**src/rtl/rgae_pkg.sv**
```systemverilog
// shared types, constants and blend helpers for the glyph alpha-blend expander
// no dependencies
package rgae_pkg;

    localparam logic [31:0] BLEND_MASK  = 32'h07E0_F81F;
    localparam int          CFG_IDX_W   = 8;
    localparam logic [CFG_IDX_W-1:0] REG_FG_COLOR = 8'd0;
    localparam logic [CFG_IDX_W-1:0] REG_BG_COLOR = 8'd1;
    localparam logic        CMD_GLYPH   = 1'b0;
    localparam logic        CMD_IMAGE   = 1'b1;

    // command bundle from the controller to the datapath
    typedef struct packed {
        logic load_item;   // capture the accepted byte
        logic load_prod;   // register the weighted colour difference
        logic load_pix;    // register the finished pixel
        logic sel_lo;      // use the low nibble as alpha
    } t_dp_cmd;

    // spread rgb565 into the packed-field form
    function automatic logic [31:0] spread(input logic [15:0] c);
        spread = {c, c} & BLEND_MASK;
    endfunction

    // fold the packed fields back into rgb565
    function automatic logic [15:0] fold(input logic [31:0] r);
        logic [31:0] m;
        m    = r & BLEND_MASK;
        fold = m[31:16] | m[15:0];
    endfunction

endpackage

```
**src/rtl/rgae_dp.sv**
```systemverilog
// datapath: colour registers, item capture, two-step blend and output pixel register
// depends on rgae_pkg
module rgae_dp import rgae_pkg::*; (
    input  logic                 i_clk,
    input  logic                 i_rst_n,
    input  logic                 i_cfg_we,
    input  logic [CFG_IDX_W-1:0] i_cfg_index,
    input  logic [15:0]          i_cfg_data,
    input  logic [7:0]           i_data_byte,
    input  t_dp_cmd              i_cmd,
    output logic [15:0]          o_pixel
);

    logic [15:0] r_fg;
    logic [15:0] r_bg;
    logic [7:0]  r_byte;
    logic [31:0] r_prod;
    logic [15:0] r_pix;

    logic [3:0]  level;
    logic [31:0] weight;
    logic [31:0] diff;
    logic [31:0] n_prod;
    logic [31:0] sum;

    always_comb begin
        level  = i_cmd.sel_lo ? r_byte[3:0] : r_byte[7:4];
        weight = {27'd0, level, 1'b0};
        diff   = spread(r_fg) - spread(r_bg);
        n_prod = diff * weight;
        sum    = {5'd0, r_prod[31:5]} + spread(r_bg);
    end

    // both colours come up black
    always_ff @(posedge i_clk) begin
        if (!i_rst_n) begin
            r_fg <= 16'h0000;
            r_bg <= 16'h0000;
        end else begin
            if (i_cfg_we && i_cfg_index == REG_FG_COLOR) begin
                r_fg <= i_cfg_data;
            end
            if (i_cfg_we && i_cfg_index == REG_BG_COLOR) begin
                r_bg <= i_cfg_data;
            end
        end
    end

    always_ff @(posedge i_clk) begin
        if (i_cmd.load_item) begin
            r_byte <= i_data_byte;
        end
        if (i_cmd.load_prod) begin
            r_prod <= n_prod;
        end
        if (i_cmd.load_pix) begin
            r_pix <= fold(sum);
        end
    end

    assign o_pixel = r_pix;

endmodule

```
**src/rtl/rgae_ctrl.sv**
```systemverilog
// controller: item acceptance, blend sequencing and pixel count
// depends on rgae_pkg
module rgae_ctrl import rgae_pkg::*; (
    input  logic       i_clk,
    input  logic       i_rst_n,
    input  logic       i_in_valid,
    input  logic       i_command,
    input  logic [3:0] i_count,
    input  logic       i_out_stall,
    output logic       o_in_stall,
    output logic       o_out_valid,
    output logic       o_last,
    output t_dp_cmd    o_cmd
);

    localparam logic [1:0] S_IDLE = 2'd0;
    localparam logic [1:0] S_MUL  = 2'd1;
    localparam logic [1:0] S_ADD  = 2'd2;
    localparam logic [1:0] S_OUT  = 2'd3;

    logic [1:0] r_state, n_state;
    logic       r_image, n_image;
    logic [3:0] r_left,  n_left;
    logic       in_xfer;
    logic       out_xfer;

    assign in_xfer  = i_in_valid && (r_state == S_IDLE);
    assign out_xfer = (r_state == S_OUT) && !i_out_stall;

    always_comb begin
        n_state = r_state;
        n_image = r_image;
        n_left  = r_left;
        case (r_state)
            S_IDLE: begin
                if (in_xfer) begin
                    n_image = i_command;
                    n_left  = (i_command == CMD_IMAGE) ? 4'd2 : i_count;
                    if (i_command == CMD_IMAGE || i_count != 4'd0) begin
                        n_state = S_MUL;
                    end
                end
            end
            S_MUL: n_state = S_ADD;
            S_ADD: n_state = S_OUT;
            S_OUT: begin
                if (out_xfer) begin
                    n_left = r_left - 4'd1;
                    if (r_left == 4'd1) begin
                        n_state = S_IDLE;
                    end else if (r_image) begin
                        n_state = S_MUL;
                    end
                end
            end
            default: n_state = S_IDLE;
        endcase
    end

    always_ff @(posedge i_clk) begin
        if (!i_rst_n) begin
            r_state <= S_IDLE;
            r_image <= 1'b0;
            r_left  <= 4'd0;
        end else begin
            r_state <= n_state;
            r_image <= n_image;
            r_left  <= n_left;
        end
    end

    always_comb begin
        o_cmd.load_item = in_xfer;
        o_cmd.load_prod = (r_state == S_MUL);
        o_cmd.load_pix  = (r_state == S_ADD);
        // image bytes show the high nibble first
        o_cmd.sel_lo    = !r_image || (r_left == 4'd1);
    end

    assign o_in_stall  = (r_state != S_IDLE);
    assign o_out_valid = (r_state == S_OUT);
    assign o_last      = (r_left == 4'd1);

endmodule

```
**src/rtl/rle_glyph_alpha_blend_expander_core.sv**
```systemverilog
// top level of the run-length glyph / packed image alpha-blend expander
// depends on rgae_pkg, rgae_ctrl and rgae_dp
//
// Each input byte becomes zero or more rgb565 pixels, each a blend of the
// foreground and background colour registers at alpha weight 2a/32. A glyph
// byte (command 0) carries a count in its high nibble and the alpha in its
// low nibble and gives count pixels of one colour; a count of zero gives no
// pixel. An image byte (command 1) gives two pixels, high nibble first. The
// last pixel of every byte has o_last set. One byte is handled at a time:
// after the accept each distinct alpha goes through the weighted colour-difference
// multiply, then the add and repack into the output register, and each pixel
// waits in the output register until the sink takes it. Colour registers are
// written over the cfg port, which is always ready; write them only while
// no byte is in flight.
module rle_glyph_alpha_blend_expander_core import rgae_pkg::*; (
    input  logic                 i_clk,
    input  logic                 i_rst_n,
    // input byte channel
    input  logic                 i_in_valid,
    output logic                 o_in_stall,
    input  logic                 i_command,
    input  logic [7:0]           i_data_byte,
    // pixel channel
    output logic                 o_out_valid,
    input  logic                 i_out_stall,
    output logic [15:0]          o_pixel,
    output logic                 o_last,
    // register write channel
    input  logic                 i_cfg_valid,
    output logic                 o_cfg_ready,
    input  logic [CFG_IDX_W-1:0] i_cfg_index,
    input  logic [15:0]          i_cfg_data
);

    t_dp_cmd dp_cmd;

    // registers take a transfer on any cycle
    assign o_cfg_ready = 1'b1;

    rgae_ctrl u_ctrl (
        .i_clk       (i_clk),
        .i_rst_n     (i_rst_n),
        .i_in_valid  (i_in_valid),
        .i_command   (i_command),
        .i_count     (i_data_byte[7:4]),
        .i_out_stall (i_out_stall),
        .o_in_stall  (o_in_stall),
        .o_out_valid (o_out_valid),
        .o_last      (o_last),
        .o_cmd       (dp_cmd)
    );

    rgae_dp u_dp (
        .i_clk       (i_clk),
        .i_rst_n     (i_rst_n),
        .i_cfg_we    (i_cfg_valid && o_cfg_ready),
        .i_cfg_index (i_cfg_index),
        .i_cfg_data  (i_cfg_data),
        .i_data_byte (i_data_byte),
        .i_cmd       (dp_cmd),
        .o_pixel     (o_pixel)
    );

endmodule

```
**config.mk**
```make
export PLATFORM = sky130hd
export DESIGN_NAME = rle_glyph_alpha_blend_expander_core
export DESIGN_NICKNAME = d
export VERILOG_FILES = /design/src/rtl/rgae_pkg.sv /design/src/rtl/rgae_dp.sv /design/src/rtl/rgae_ctrl.sv /design/src/rtl/rle_glyph_alpha_blend_expander_core.sv
export SDC_FILE = /design/constraint.sdc
export NUM_CORES = 1
export LEC_CHECK = 0
export ABC_AREA = 1
export BUFFER_PORTS_ARGS = -buffer_cell sky130_fd_sc_hd__buf_2
export CORE_AREA = 3 3 157 159
export CTS_BUF_LIST = sky130_fd_sc_hd__clkbuf_8
export DETAILED_ROUTE_END_ITERATION = 8
export DIE_AREA = 0 0 160 162
export PLACE_DENSITY = 0.62
export SYNTH_ARGS = -nofsm -noshare
export SYNTH_HDL_FRONTEND = slang
export SYNTH_HIERARCHICAL = 1
export SYNTH_SLANG_ARGS = --single-unit
export TNS_END_PERCENT = 100
```
**constraint.sdc**
```tcl
create_clock -name i_clk -period 4.9 [get_ports i_clk]
set_clock_uncertainty 0.2 [all_clocks]
set_input_delay 0.735 -clock i_clk [delete_from_list [all_inputs] [get_ports i_clk]]
set_output_delay 0.735 -clock i_clk [all_outputs]
set_load 0.005 [all_outputs]
```
Yosys cells after proc, flatten, opt, wreduce, memory -nomap -nowiden
Cells that the tools add are included.
{"block": "classes", "n_eq_ne": 9, "mul": 1, "n_reduce_logical": 16, "bitwise_logic": 1, "add_sub_neg": 3, "n_mux": 11}
{"op": "$mul A32 B4 Y31", "count": 1}
{"op": "$sub A27 B27 Y28", "count": 1}
{"op": "$add A27 B27 Y27", "count": 1}
{"op": "$mux W4", "count": 4}
{"op": "$or A11 B16 Y16", "count": 1}
{"op": "$mux W2", "count": 5}
{"op": "$eq A8 B1 Y1 const B", "count": 1}
{"op": "$logic_not A8 Y1", "count": 1}
{"op": "$pmux W2 S4", "count": 1}
{"op": "$pmux W4 S2", "count": 1}
{"op": "$eq A2 B2 Y1 const B", "count": 2}
{"op": "$eq A4 B1 Y1 const B", "count": 1}
{"op": "$logic_and A1 B1 Y1", "count": 4}
{"op": "$ne A2 B1 Y1 const B", "count": 2}
{"op": "$reduce_and A4 Y1", "count": 1}
{"op": "$reduce_bool A2 Y1", "count": 2}
{"op": "$reduce_bool A4 Y1", "count": 1}
{"op": "$sub A4 B1 Y4 const B", "count": 1}
{"op": "$ne A3 B1 Y1 const B", "count": 1}
{"op": "$reduce_and A3 Y1", "count": 1}
{"op": "$eq A2 B1 Y1 const B", "count": 1}
{"op": "$logic_not A1 Y1", "count": 2}
{"op": "$logic_not A2 Y1", "count": 1}
{"op": "$logic_or A1 B1 Y1", "count": 2}
{"op": "2 further kinds", "count": 2}
{"block": "word_totals", "input_bits": 38, "out_inout_bits": 20, "register_bits": 94, "word_cells": 49}

Depth between registers and ports, before layout
Gate-level depths: netlist (run 1).
{"block": "logic_depth", "word_depth": 5, "mapped_depth": 30}

Cells and area by module
The synthesis (run 1) kept the hierarchy.
{"mod": "rgae_dp", "cells_each": 1198, "area_per_inst_um2": 8750.9, "seq_area_each_um2": 2172.1, "instances": 1}
{"mod": "rgae_ctrl", "cells_each": 78, "area_per_inst_um2": 526.8, "seq_area_each_um2": 140.1, "instances": 1}
{"mod": "rle_glyph_alpha_blend_expander_core", "cells_each": 2, "area_per_inst_um2": 11.3, "seq_area_each_um2": 0.0, "instances": 1}

Worst setup path after synthesis (run 1)
OpenSTA, ideal clock, no wires.
{"block": "synth_path", "path_type": "reg-to-reg", "startpoint": "register u_dp.r_fg[0]", "endpoint": "register u_dp.r_prod[31] (data pin)", "path_slack_ns": 0.066, "path_stages_with_launch": 25, "n_path_buf": 0, "setup_ns": 0.252, "t_arrival_ns": 4.382, "path_cell_list": "dfxtp_1 inv_1 ha_1 fa_1 nand3b_1 nand2_1 inv_1 fa_1 inv_1 nand4_1 nand3_1 xor2_1 nor2_1 fa_1 inv_1 fa_1 inv_1 ha_1 nand2_1 nor2_1 inv_1 nor4_1 a21oi_1 nand2_1 nand2_1"}
{"block": "synth_between", "elab_chain_len": 2}
{"element": "start: declaration", "line_no": "rgae_dp.sv:14", "text": "logic [15:0] r_fg;"}
{"element": "start signal: assignment", "line_no": "rgae_dp.sv:41", "text": "r_fg <= i_cfg_data;"}
{"element": "$sub A27 B27 Y28", "line_no": "rgae_dp.sv:29", "text": "diff = spread(r_fg) - spread(r_bg);"}
{"element": "$mul A32 B4 Y31", "line_no": "rgae_dp.sv:30", "text": "n_prod = diff * weight;"}
{"element": "net u_dp.n_prod[31]", "line_no": "rgae_dp.sv:23", "text": "logic [31:0] n_prod;"}
{"element": "end signal: assignment", "line_no": "rgae_dp.sv:54", "text": "r_prod <= n_prod;"}
{"element": "end: declaration", "line_no": "rgae_dp.sv:17", "text": "logic [31:0] r_prod;"}
The timed path passes the listed nets, and every way through them passes these cells.
A chain may end at the register's enable or synchronous reset.

Worst setup path in the final report (run 1)
{"block": "layout_path", "startpoint": "register u_dp.r_fg[0]", "endpoint": "register u_dp.r_prod[27] (data pin)"}
The elaborated chain is that of the path after synthesis.

==> flow_summary.yaml, run 1 <==
global_route:
  antenna_found_initial: 0
  overflow: 0
  grt.total_usage_pct: 19.92
  grt_pass1_vias: 8594
  grt_pass1_wl_microns: 41880
  grt_max_degree: 33
clock_tree:
  clock_latency_ns: 0.40
  clk_pin_slew_worst_paths_ns: 0.12
  cts_buffer_depth: 2
  clock-sinks: 90
  cts_hold_buf: 0
  numCtsBuffers: 9
  root_buffer: "clkbuf_8"
  h-tree-depth: 3
  cts_tree: "built"
power_and_ir_drop:
  total_power_mw: 2.657
  p_leak_nw: 5.940
  ir_drop_uv: 143.4
  power.density_nw_per_um2: 218.7
setup_path:
  arrival_ns: 4.82
  slowest_stage: "fa_1"
  path_class: "flop to flop"
  crit_required_ns: 4.85
  critPathMaxFanout: 4
  critPathMaxStageDelay_ns: 0.53
  cpMostUsedCell: "inv_2"
  crit_path_start_kind: "flop"
  endpoint_kind: "flop"
floorplan:
  core_sq_um: 23400
  die_y_microns: 162
  die_w_microns: 160
  rows: 56
  die-area_sq_um: 25920
  initial_core_util_pct: 39.69
  ios: 58
synth:
  yosys_warnings: 6
  synthMuxAreaShare_pct: 0
  yosys.area_share.adder_pct: 21.31
  synth_xor_area_share_pct: 3.462
  synth_compound_area_share_pct: 11.99
  syn_area_sq_um: 9289
  synth.distinct_cells: 56
  ys_seq_elements: 90
  synth-edff-count: 51
  synth_nets: 1440
  netlist_instances: 1278
  synth_top_family_by_area: "simple AND/OR/NAND/NOR gates"
  synth_simple_gate_area_share_pct: 25.94
  avgSynthCellArea_sq_um: 7.268
  yosysSeqAreaShare_pct: 24.89
  synthArstFlopShare_pct: 0
  synth_flop_cell: "edfxtp_1"
finish:
  final_nets: 1629
  fin_cells: 1791
  antenna_cells: 0
  regArea_sq_um: 2316
  nFillCells: 2260
  area_growth_pct: 30.75
  multiInputGateArea_sq_um: 6787
  drive_above_1_share_pct: 30.30
  fin_area_sq_um: 12150
timing:
  min_period_ns: 4.876
  setup_violations: 0
  hold_violations: 0
  rsz0062_at_grt: "yes"
  fmax_mhz: 205.1
  tightest_slew_ns: 0.8540
  relSlewSlack_pct: 43.07
  final.setup.tns_ns: 0
  finalWorstSetupSlack_ns: 0.02399
  period_share_pct: 99.51
  maxSlewViolCount: 0
outcome:
  status: "complete, no violations"
placement:
  pre_cts_ws_ns: -0.3505
  portBuffers: 56
  place_area_sq_um: 10830
  place_congestion: 0.9390
  dp.cells: 1761
  hpwl_microns: 20640
detailed_routing:
  drc: 0
  first_iter_violations: 583
  ant_nets: 0
  drt-vias-per-instance: 4.948
  vias: 8861
  firstDrtPassIters: 6
  routed_wl_microns: 26060
  detail_route.wl_per_cell_microns: 14.55
worst_hold_path:
  hp-class: "flop to flop"
job:
  drv_cap: 0
## final timing paths
| kind | from | endpoint | slack, ns | depth (start not counted) |
|---|---|---|---|---|
| setup / recovery | u_dp/r_fg[0] | u_dp/r_prod[27] | 0.02 | 25 |
| hold / removal | u_dp/r_bg[12] | u_dp/r_bg[12] | 0.28 | 2 |
| setup reg to reg | u_dp/r_fg[0] | u_dp/r_prod[27] | 0.02 | 25 |
| hold reg to reg | u_dp/r_bg[12] | u_dp/r_bg[12] | 0.28 | 2 |
## critical path: cells and delay by family (launching register included)
family / cells / cell delay, ns
buf+inv: 6 / 0.35
fa+ha+maj: 6 / 2.22
simple gates: 12 / 1.24
flops: 1 / 0.36
xor+xnor: 1 / 0.24
## per-stage QoR
stage / hold slack (ns) / utilization (%)
after floorplan: 0.2440 / -
after global placement: 0.2600 / 46.27
after detailed placement: 0.2699 / 46.27
after CTS: 0.2846 / 47.99
after global routing: 0.2891 / 51.90
final: 0.2840 / 51.90
## flip-flops by register name, summed over array words and instances, names as in the netlist
register and flops:
u_dp/r_fg 16, u_ctrl/r_state 2, u_ctrl/r_left 4, u_dp/r_prod 27, u_dp/r_bg 16, u_dp/o_pixel 16, u_ctrl/r_image 1, u_dp/r_byte 8
## layer usage
metal | routed length [microns] | vias up | GRT usage [%]
met1 | 11580 | 4173 | 25.88
met5 | 0 | - | 0
met4 | 1113 | 0 | 8.639
met3 | 1131 | 48 | 2.984
met2 | 12230 | 226 | 33.18
li1 | - | 4414 | -
## logic make-up after synthesis
logic type,after synthesis
and+or+nand+nor,545
DFF,90
AOI/OAI and AO/OA,185
xor gates and xnor gates,35
other,1
adders and majority gates,124
buffers and inverters,298
## synth_stat cells (2+ instances only)
cell type | instances | area, sq um
nor3_1 | 15 | 75.07
nor2_1 | 155 | 581.8
xor2_1 | 25 | 219.0
or2_1 | 7 | 43.79
o21ai_4 | 2 | 32.53
edfxtp_1 | 51 | 1531
nand2_1 | 242 | 908.4
a211oi_1 | 16 | 120.1
clkbuf_1 | 12 | 45.04
o21bai_1 | 9 | 67.56
a31oi_1 | 8 | 50.05
xnor2_1 | 8 | 70.07
nor2_4 | 2 | 22.52
nand4_1 | 18 | 112.6
nand2_4 | 8 | 90.09
fa_1 | 57 | 1141
xor2_2 | 2 | 32.53
a21oi_1 | 71 | 355.3
and3_1 | 2 | 12.51
nand3_1 | 62 | 310.3
nor2_2 | 3 | 18.77
a21boi_0 | 5 | 37.54
inv_2 | 8 | 30.03
buf_2 | 3 | 15.01
dfxtp_1 | 39 | 780.8
o21ai_0 | 49 | 245.2
buf_4 | 3 | 22.52
ha_1 | 67 | 838.3
o31ai_1 | 4 | 30.03
nand2_2 | 18 | 112.6
a21o_1 | 8 | 60.06
nand3b_1 | 2 | 15.01
inv_1 | 269 | 1010
o21ai_1 | 3 | 15.01
o21a_1 | 2 | 15.01
nor4_1 | 3 | 18.77
## final cells by class
cell class | count | share of cell area, %
clock buffers | 10 | 1.133
clock inverters | 6 | 0.5769
inverters | 279 | 8.746
multi-input cells | 890 | 55.88
flip-flops and latches | 90 | 19.07
well taps | 319 | 3.286
repair buffers | 197 | 11.31
## where the power goes
part           internal, mW  switching (mW)  total [mW]
logic                 0.372           0.671        1.04
registers             0.986          0.0633        1.05
clock network         0.255           0.309       0.564
## placed cells by master (no fill, tap or decap), types with 18 or more instances in the layout
cell / n
o21ai_0: 33
fa_1: 55
nand2_2: 44
buf_4: 134
inv_2: 33
xor2_1: 23
a21oi_2: 18
nor2_2: 19
dfxtp_1: 36
inv_1: 241
a21oi_1: 48
nor2_1: 124
nand3_1: 55
edfxtp_1: 51
ha_4: 22
nand4_1: 18
nand2_1: 207
buf_2: 56
ha_1: 45
## repair_timing
item,4_1_cts,5_1_grt
setup buffers,1,13
pin swaps,10,82
endpoints found under the setup margin,16,22
gates resized for setup,47,205
Note: power is estimated with default switching activity, not from simulation.
==> run 2, diff against run 1 <==
Settings changed: PLACE_DENSITY 0.62 to 0.6.
Clock period 4.9 ns to 5.7 ns, I/O delays scaled along.
==> flow_summary.yaml, run 2 (synthesis results as in run 1) <==
clock_tree:
  clock_latency_ns: 0.39
  root_buffer: "clkbuf_8"
  cts_tree: "built"
  clock-sinks: 90
  clk_pin_slew_worst_paths_ns: 0.11
  h-tree-depth: 3
  cts_hold_buf: 0
  cts_buffer_depth: 2
  numCtsBuffers: 9
power_and_ir_drop:
  switchingPower_uw: 853.8
  total_power_mw: 2.138
  ir_drop_uv: 117.7
  clkPwrFrac_pct: 22.5
  intPower_mw: 1.284
  power.density_nw_per_um2: 210.3
  switching_share_pct: 39.93
  pwr-share-comb_pct: 35.1
  pwr-share-seq_pct: 42.4
  p_leak_nw: 5.140
finish:
  largest_reg_flops: 27
  largest_register: "u_dp/r_prod"
  nFillCells: 2476
  regArea_sq_um: 2312
  antenna_cells: 0
  final_common_cell: "inv_1"
  final_nets: 1495
  fin_area_sq_um: 10170
  postLayoutCoreUtil_pct: 43.45
  multiInputGateArea_sq_um: 5863
  layout_common_cells: "inv_1 (268), nand2_1 (242), nor2_1 (154)"
  drive_above_1_share_pct: 10.46
  area_growth_pct: 9.456
  fin_cells: 1657
timing:
  period_share_pct: 93.67
  maxSlewViolCount: 0
  fmax_mhz: 187.3
  tightest_slew_ns: 1.132
  setup_violations: 0
  hold_violations: 0
  min_period_ns: 5.339
  final.setup.tns_ns: 0
  finalWorstSetupSlack_ns: 0.3606
  rsz0062_at_grt: "no"
  holdWs_ns: 0.2842
  relSlewSlack_pct: 24.35
setup_path:
  cp_top_family: "adder cells"
  critPathMaxFanout: 5
  reg2reg_slack_ns: 0.36
  arrival_ns: 5.27
  crit_required_ns: 5.63
  crit_path_start_kind: "flop"
  r2r_cells: 25
  slowest_stage: "fa_1"
  rr_endpoint: "u_dp/r_prod[27]"
  rr_startpoint: "u_dp/r_fg[0]"
  critPathMaxStageDelay_ns: 0.52
  startpoint: "u_dp/r_fg[0]"
  cpMostUsedCell: "inv_1"
  endpoint_kind: "flop"
  setup.worst_path.end: "u_dp/r_prod[27]"
  crit_cells: 25
  cp_num_buf_inv: 6
  path_class: "flop to flop"
placement:
  dp.cells: 1637
  hpwl_microns: 19830
  place_area_sq_um: 9897
  portBuffers: 56
  pre_cts_ws_ns: 0.2618
  place_congestion: 0.9388
floorplan:
  die_w_microns: 160
  die_y_microns: 162
  rows: 56
  ios: 58
  die-area_sq_um: 25920
  initial_core_util_pct: 39.69
  core_sq_um: 23400
global_route:
  grt_max_degree: 33
  grt_pass1_vias: 8111
  antenna_found_initial: 0
  grt.total_usage_pct: 19.29
  grt_pass1_wl_microns: 40370
  overflow: 0
detailed_routing:
  drc: 0
  vias: 8239
  firstDrtPassIters: 5
  drt-vias-per-instance: 4.972
  ant_nets: 0
  first_iter_violations: 583
  detail_route.wl_per_cell_microns: 14.42
  routed_wl_microns: 23900
worst_hold_path:
  holdCritStartpoint: "u_ctrl/r_image"
  hp-class: "flop to flop"
outcome:
  status: "complete, no violations"
job:
  drv_cap: 0
[run 2: power groups by stage]
stage / Combinational [mW] / Sequential [mW] / Clock (mW)
5_1_grt: 0.858 / 0.921 / 0.524
4_1_cts: 0.755 / 0.907 / 0.508
3_3_place_gp: 0.746 / 0.919 / 0
3_5_place_dp: 0.752 / 0.922 / 0
2_1_floorplan: 0.535 / 0.909 / 0
6_report: 0.751 / 0.906 / 0.481
[run 2: worst reg2reg max path, delay by kind of cell, from the launching register on]
family,cells,cell delay [ns]
xor+xnor,1,0.24
buf+inv,6,0.42
flops,1,0.34
fa+ha+maj,6,2.40
simple gates,12,1.51
[run 2: final cells by class]
class,instances,share of cell area (%)
inverter,279,10.37
timing repair buffer,63,3.273
sequential,90,22.74
clock inverter,7,0.7999
multi-input combinational,890,57.67
clock buffer,9,1.218
tap,319,3.926
[run 2: routing by layer]
layer,up-vias,part of all wire (%),wire (microns),GRT usage (%)
li1,4149,-,-,-
met1,3874,44,10540,24.26
met5,-,0,0,0
met4,0,2.2,522,5.602
met2,195,48,11590,34.27
met3,21,5.2,1239,3.111
[run 2: timing repair]
| action | CTS | global route |
|---|---|---|
| setup buffers | 0 | 4 |
| endpoints found under the setup margin | 0 | 7 |
| gates resized for setup | 0 | 8 |
[run 2: worst min-delay path by stage]
stage          slack (ns)  cells after the start        endpoint
6_report             0.28                      2  u_ctrl/r_image
5_1_grt              0.31                      2  u_ctrl/r_image
4_1_cts              0.29                      2  u_ctrl/r_image
3_5_place_dp         0.27                      2  u_ctrl/r_image
3_3_place_gp         0.26                      2  u_ctrl/r_image
2_1_floorplan        0.24                      2  u_ctrl/r_image
==> run 3, diff against run 2 <==
Settings changed: ABC_AREA 1 to default, CORE_AREA 3 3 157 159 to 3 3 145 147, CTS_BUF_LIST sky130_fd_sc_hd__clkbuf_8 to sky130_fd_sc_hd__clkbuf_4, DIE_AREA 0 0 160 162 to 0 0 148 150.
==> flow_summary.yaml, run 3 <==
setup_path:
  cp_top_family: "compound AO/OA/AOI/OAI gates"
  path_class: "flop to flop"
  crit_required_ns: 5.70
  critPathMaxFanout: 3
  cp_num_buf_inv: 4
  slowest_stage: "fa_1"
  rr_endpoint: "u_dp/r_prod[31]"
  arrival_ns: 5.68
  endpoint_kind: "flop"
  rr_startpoint: "u_dp/r_bg[1]"
  r2r_cells: 26
  reg2reg_slack_ns: 0.03
  critPathMaxStageDelay_ns: 0.55
  crit_cells: 26
  crit_path_start_kind: "flop"
clock_tree:
  h-tree-depth: 3
  cts_hold_buf: 0
  cts_buffer_depth: 2
  cts_tree: "built"
  clk_pin_slew_worst_paths_ns: 0.19
  clock_latency_ns: 0.48
  root_buffer: "clkbuf_4"
  numCtsBuffers: 9
  clock-sinks: 90
finish:
  drive_above_1_share_pct: 23.06
  final_nets: 1137
  final_common_cell: "inv_1"
  layout_common_cells: "inv_1 (135), nor2_1 (85), buf_4 (71)"
  nFillCells: 1913
  fin_cells: 1251
  area_growth_pct: 20.34
  largest_register: "u_dp/r_prod"
  postLayoutCoreUtil_pct: 47.65
  largest_reg_flops: 27
  fin_area_sq_um: 9548
synth:
  yosys.area_share.adder_pct: 24.95
  synth-edff-count: 51
  yosys_warnings: 6
  synthMuxAreaShare_pct: 5.772
  syn_area_sq_um: 7934
  synth_xor_area_share_pct: 5.961
  yosysTopAreaCellShare_pct: 19.30
  synth.area.top_cells: "edfxtp_1 (19%), fa_1 (14%), ha_1 (11%), dfxtp_1 (9.8%), inv_1 (6.7%)"
  avgSynthCellArea_sq_um: 9.290
  synth_nets: 1016
  synth.most_common_cell: "inv_1"
  synth.largest_area_cell: "edfxtp_1"
  synth_simple_gate_area_share_pct: 15.72
  synth_common_cells: "inv_1 (142), nor2_1 (94), ha_1 (67), fa_1 (57), edfxtp_1 (51)"
  synth.distinct_cells: 61
  yosysSeqAreaShare_pct: 29.14
  synth_compound_area_share_pct: 10.47
  synth_flop_cell: "edfxtp_1"
  ys_seq_elements: 90
  netlist_instances: 854
  synthArstFlopShare_pct: 0
  synth_top_family_by_area: "adder cells"
detailed_routing:
  first_iter_violations: 325
  wl_met2_microns: 7775
  detail_route.wl_per_cell_microns: 13.99
  maxUsedRoutingLayer: "met4"
  drc: 0
  ant_nets: 0
  wl_met3_microns: 602
  routed_wl_microns: 17500
  wl_met1_microns: 8858
  drt-vias-per-instance: 4.771
  firstDrtPassIters: 5
  vias: 5968
power_and_ir_drop:
  p_leak_nw: 4.387
  total_power_mw: 1.807
  power.density_nw_per_um2: 189.2
  ir_drop_uv: 98.24
global_route:
  grt.total_usage_pct: 15.66
  overflow: 0
  grt_pass1_vias: 5626
  grt_pass1_wl_microns: 27920
  antenna_found_initial: 1
  grt_max_degree: 41
timing:
  min_period_ns: 5.674
  maxSlewViolCount: 0
  hold_violations: 0
  setup_violations: 0
  period_share_pct: 99.54
  rsz0062_at_grt: "yes"
  tightest_slew_ns: 1.152
  relSlewSlack_pct: 23.00
  finalWorstSetupSlack_ns: 0.02605
  fmax_mhz: 176.2
worst_hold_path:
  holdCritStartpoint: "u_ctrl/r_left[1]"
  min_to: "u_ctrl/r_left[1]"
  hp-class: "flop to flop"
  min_path_cells: 2
outcome:
  status: "complete, no violations"
placement:
  place_congestion: 0.8583
  hpwl_microns: 13670
  portBuffers: 56
  dp.cells: 1219
  pre_cts_ws_ns: -0.1750
  place_area_sq_um: 8916
floorplan:
  die_y_microns: 150
  core_sq_um: 20040
  rows: 52
  initial_core_util_pct: 39.59
  ios: 58
  die-area_sq_um: 22200
  die_w_microns: 148
job:
  drv_cap: 0
[run 3: metrics by stage]
| step | hold WS [ns] | setup TNS [ns] |
|---|---|---|
| 6_report | 0.3145 | 0 |
| 5_1_grt | 0.2876 | -1.605 |
| 4_1_cts | 0.2851 | 0 |
| 3_5_place_dp | 0.2862 | -0.4865 |
| 3_3_place_gp | 0.2801 | -0.1335 |
| 2_1_floorplan | 0.2569 | 0 |
[run 3: worst register-to-register path, delay by kind of cell, from the launching register on]
family                   cells  cell delay, ns
AND/OR/NAND/NOR              4            0.37
flip-flops                   1            0.40
XOR/XNOR                     1            0.08
buffers and inverters        4            0.26
AO/OA/AOI/OAI               13            2.68
adder cells (fa/ha/maj)      4            1.44
[run 3: cell type report]
cell class / count / area [sq um] / share of cell area (%)
multi-input cells: 601 / 5301 / 55.52
well taps: 270 / 337.8 / 3.538
repair buffers: 131 / 858.3 / 8.990
inverters: 142 / 535.5 / 5.609
clock inverters: 7 / 123.9 / 1.297
flip-flops and latches: 90 / 2321 / 24.31
diodes: 1 / 2.502 / 0.02621
clock buffers: 9 / 67.56 / 0.7076
[run 3: metal layers]
metal | GRT usage [%] | up-vias
met5 | 0 | -
li1 | - | 3039
met4 | 3.695 | 0
met1 | 22.57 | 2821
met3 | 2.816 | 17
met2 | 24.57 | 91
[run 3: worst max-delay path by stage]
| stage | to | startpoint | slack [ns] |
|---|---|---|---|
| after global routing | u_dp/r_prod[31] | u_dp/r_bg[1] | -0.26 |
| after detailed placement | u_dp/r_prod[31] | u_dp/r_bg[1] | -0.17 |
| after CTS | u_dp/r_prod[25] | u_dp/r_bg[2] | 0.007 |
| after global placement | u_dp/r_prod[31] | u_dp/r_fg[0] | -0.06 |
| after floorplan | u_dp/r_prod[31] | u_dp/r_bg[2] | 0.04 |
| final | u_dp/r_prod[31] | u_dp/r_bg[1] | 0.03 |
[run 3: report_power, final]
part	switching (mW)	total (mW)	internal [mW]	leakage, nW
logic	0.286	0.480	0.194	3.48
registers	0.0382	0.849	0.811	0.802
clock network	0.251	0.477	0.227	0.102
total	0.575	1.81	1.23	4.39
[run 3: cells by family after synthesis]
family	after synthesis
and+or+nand+nor	255
buffers and inverters	163
adders and majority gates	124
AOI/OAI and AO/OA	123
DFF	90
xor gates and xnor gates	54
muxes	44
other	1
[run 3: what timing repair did]
| action | 4_1_cts | 5_1_grt |
|---|---|---|
| buffers inserted | 3 | 13 |
| endpoints found under the setup margin | 6 | 17 |
| pin swaps | 15 | 44 |
| resized for setup | 17 | 60 |
